===== config.mk =====
export PLATFORM = sky130hd
export DESIGN_NAME = mbrc_out_skid
export DESIGN_NICKNAME = d
export VERILOG_FILES = /design/src/sv/mbrc_pkg.sv /design/src/sv/mbrc_out_skid.sv
export SDC_FILE = /design/constraint.sdc
export NUM_CORES = 1
export LEC_CHECK = 0
export ABC_CLOCK_PERIOD_IN_PS = 6900
export BUFFER_PORTS_ARGS = -buffer_cell sky130_fd_sc_hd__buf_4
export CAP_MARGIN = 0
export CORE_UTILIZATION = 40
export DETAILED_ROUTE_END_ITERATION = 7
export PLACE_DENSITY = 0.74
export SLEW_MARGIN = 20
export SYNTH_ARGS = -nofsm -noshare
export SYNTH_HDL_FRONTEND = slang
export SYNTH_SLANG_ARGS = --single-unit

===== constraint.sdc =====
create_clock -name clk -period 6.9 [get_ports clk]
set_input_delay 1.725 -clock clk [delete_from_list [all_inputs] [get_ports clk]]
set_output_delay 1.725 -clock clk [all_outputs]
set_load 0.1 [all_outputs]

===== src/sv/mbrc_pkg.sv =====
`timescale 1ns / 1ps
// Package for the Modbus RTU encoder reply checker.
// Holds the transfer types, status codes, frame constants and the CRC step.
// No dependencies.
package mbrc_pkg;

  typedef enum logic [1:0] {
    STATUS_OK         = 2'd0,
    STATUS_TOO_SHORT  = 2'd1,
    STATUS_BAD_HEADER = 2'd2,
    STATUS_CRC_BAD    = 2'd3
  } status_t;

  typedef struct packed {
    logic [7:0] rx_byte;
    logic       last_byte;
  } in_item_t;

  typedef struct packed {
    status_t     status;
    logic [15:0] raw_position;
    logic [15:0] angle_hundredths;
  } out_item_t;

  localparam logic [15:0] CRC_INIT          = 16'hFFFF;
  localparam logic [15:0] CRC_POLY          = 16'hA001;
  localparam logic [7:0]  DEVICE_ADDR_RESET = 8'h02;
  localparam logic [7:0]  FUNC_READ_HOLDING = 8'h03;
  localparam logic [7:0]  PAYLOAD_COUNT     = 8'h04;
  localparam logic [15:0] ANGLE_SCALE       = 16'd36000;

  localparam logic [3:0] POS_ADDR   = 4'd0;
  localparam logic [3:0] POS_FUNC   = 4'd1;
  localparam logic [3:0] POS_COUNT  = 4'd2;
  localparam logic [3:0] POS_WORD_H = 4'd3;
  localparam logic [3:0] POS_WORD_L = 4'd4;
  localparam logic [3:0] COUNT_MAX  = 4'd15;

  function automatic logic [15:0] crc_feed(input logic [15:0] crc, input logic [7:0] data);
    logic [15:0] c;
    c = crc ^ {8'h00, data};
    for (int k = 0; k < 8; k++) begin
      c = c[0] ? ((c >> 1) ^ CRC_POLY) : (c >> 1);
    end
    return c;
  endfunction

endpackage


===== src/sv/mbrc_out_skid.sv =====
`timescale 1ns / 1ps
// Two-entry output buffer for result items: output register plus skid entry.
// Depends on mbrc_pkg for out_item_t.
module mbrc_out_skid import mbrc_pkg::*; (
  input  logic      clk,
  input  logic      rst_n,
  input  logic      push,
  input  out_item_t push_data,
  output logic      space,
  output logic      out_valid,
  input  logic      out_ready,
  output out_item_t out_data
);

  logic      main_valid_r, main_valid_nxt;
  logic      skid_valid_r, skid_valid_nxt;
  out_item_t main_r, main_nxt;
  out_item_t skid_r, skid_nxt;
  logic      main_free;

  assign main_free = !main_valid_r || out_ready;
  assign space     = !skid_valid_r;
  assign out_valid = main_valid_r;
  assign out_data  = main_r;

  always_comb begin
    main_valid_nxt = main_valid_r;
    skid_valid_nxt = skid_valid_r;
    main_nxt       = main_r;
    skid_nxt       = skid_r;
    priority if (skid_valid_r) begin
      if (main_free) begin
        main_nxt       = skid_r;
        main_valid_nxt = 1'b1;
        skid_valid_nxt = 1'b0;
      end
    end else if (push) begin
      if (main_free) begin
        main_nxt       = push_data;
        main_valid_nxt = 1'b1;
      end else begin
        skid_nxt       = push_data;
        skid_valid_nxt = 1'b1;
      end
    end else if (main_valid_r && out_ready) begin
      main_valid_nxt = 1'b0;
    end
  end

  always_ff @(posedge clk) begin
    if (!rst_n) begin
      main_valid_r <= 1'b0;
      skid_valid_r <= 1'b0;
    end else begin
      main_valid_r <= main_valid_nxt;
      skid_valid_r <= skid_valid_nxt;
    end
    main_r <= main_nxt;
    skid_r <= skid_nxt;
  end

endmodule


==> results.cfg <==
[sta]
worstMarginPinSlew_ns = 1.031
worst_slack_ns = 3.469
finalCritPeriodShare_pct = 49.73
slew_viol_final = 0
finalHoldViolations = 0
finalSetupTns_ns = 0
fmax_ghz = 0.2915
slew_headroom_pct = 31.29
finalSetupViolCount = 0
skew_ns = 0.007628
post-route-min-period_ns = 3.431
rsz0062_at_grt = no

[synth]
ys_seq_area_share_pct = 79.69
synth_area_sq_um = 2613
syn_area_per_cell_sq_um = 22.72
synth_warnings = 0
synthesis.nets = 153
ys_ff_latch = 70
synthDistinctLibCells = 13
synthCells = 115

[drt]
drt-total-wl_um = 4227
firstDrtPassIters = 4
wire_per_inst_um = 15.21
antenna_left = 0
initialDrtViolationCount = 33
viasPerCell = 4.640
vias = 1290
drc_errors = 0

[floorplanning]
die_y_um = 82.82
dieWidth_um = 82.82
num_rows = 29
core-area_sq_um = 6314
start_util_pct = 41.38
dieArea_sq_um = 6858
num_io_pins = 74

[finish]
num_antenna_cells = 0
synthToLayoutAreaGrowth_pct = 30.65
fin_cells = 278
nets = 234
multi_input_area_sq_um = 494.2
final_common_cell = buf_4
layout_common_cells = buf_4, edfxtp_1, mux2_2
register_area_sq_um = 2083
fillers = 535
drive_gt1_share_pct = 62.19

[pwr]
power_density_nw_per_um2 = 283.5
totalPowerFinal_uw = 967.8
p_leak_uw = 0.001296
ir_drop_mv = 0.1662

[place]
io_buffers = 73
preCtsSetupSlack_ns = 3.785
globalplace.congestion = 0.6353
post-dp-hpwl_um = 2738
place_inst = 262

[clock_tree]
clockBufferDepth = 2
cts_setup_buffers = 0
clk_pin_slew_worst_paths_ns = 0.07
cts_tree = built
h-tree-depth = 3
numCtsBuffers = 9
clockRootBuffer = clkbuf_8
clk_latency_ns = 0.33
cts_resized = 0
cts_hold_buf = 0
cts.sinks = 70

[critical_path]
end_kind = primary output
worstPathRequired_ns = 5.18
critPathArrivalTime_ns = 1.71
path_class = reg2out
critPathMaxFanout = 38
start_kind = flop

[min_path]
min_path_type = reg2reg

[grt]
grt_pass1_vias = 1359
grt.total_usage_pct = 13.04
grt_max_degree = 39
grt-ovfl-total = 0
antenna_found_initial = 0
grt_pass1_wl_um = 6713

[status]
outcome = complete, no violations

[job]
drv_cap = 0
-- final cells by class --
cell class / count / share of cell area, %
clock inverter: 6 / 1.540
multi-input combinational: 40 / 14.48
sequential: 70 / 61.03
tap: 77 / 2.823
clock buffer: 10 / 3.739
timing repair buffer: 74 / 16.28
inverter: 1 / 0.1100
-- registers in the layout, indices dropped and copies added (netlist names) --
register / cells
skid_r: 34
out_data: 34
out_valid: 1
skid_valid_r: 1
-- synth_stat cells (all sizes together) --
cell,instances,area share [%]
nor2,1,0.14
mux2,34,17
nor3b,2,0.77
inv,1,0.14
edfxtp,68,78
buf,4,1.5
o21a,1,0.29
nand2b,1,0.24
dfxtp,2,1.5
a21boi,1,0.29
-- per-stage QoR --
step                utilization, %  hold slack [ns]  cell area (sq um)
detailed placement           51.21           0.5304               3233
CTS                          54.06           0.5496               3413
global route                 54.06           0.5619               3413
finish                       54.06           0.5469               3413
global placement             51.21           0.5298               3233
floorplan                        -           0.5231               2613
-- worst max-delay path: stages, from the launching register on --
cell and delay, ns:
dfxtp_2 1.01, inv_1 0.09, buf_4 0.27
-- worst paths after layout --
kind              cells past startpoint         start           end  slack, ns
setup / recovery                      2  skid_valid_r         space       3.47
hold / removal                        1    skid_r[14]  out_data[14]       0.55
setup reg to reg                      1  skid_valid_r   out_data[6]       4.65
hold reg to reg                       1    skid_r[14]  out_data[14]       0.55
-- layer usage --
| metal | track usage [%] | vias to the layer above | wire length [um] |
|---|---|---|---|
| met5 | 0 | - | 0 |
| met4 | 6.583 | 0 | 58 |
| met3 | 5.169 | 8 | 262 |
| met2 | 19.08 | 44 | 2016 |
| met1 | 16.88 | 625 | 1889 |
| li1 | - | 613 | - |
-- kinds of logic after synthesis --
family	after synthesis	synth area share [%]
AO/OA/AOI/OAI	2	0.5749
buffers and inverters	5	1.628
flip-flops	70	79.69
multiplexers	34	16.95
AND/OR/NAND/NOR	4	1.149
-- where the power goes --
part	internal (uW)	total, uW	switching [uW]	leakage (uW)
registers	490	497	7.03	0.000656
logic	44.5	168	123	0.000546
clock network	163	303	141	0.0000949
total	697	968	271	0.00130
Power figures use the tool's default switching activity.
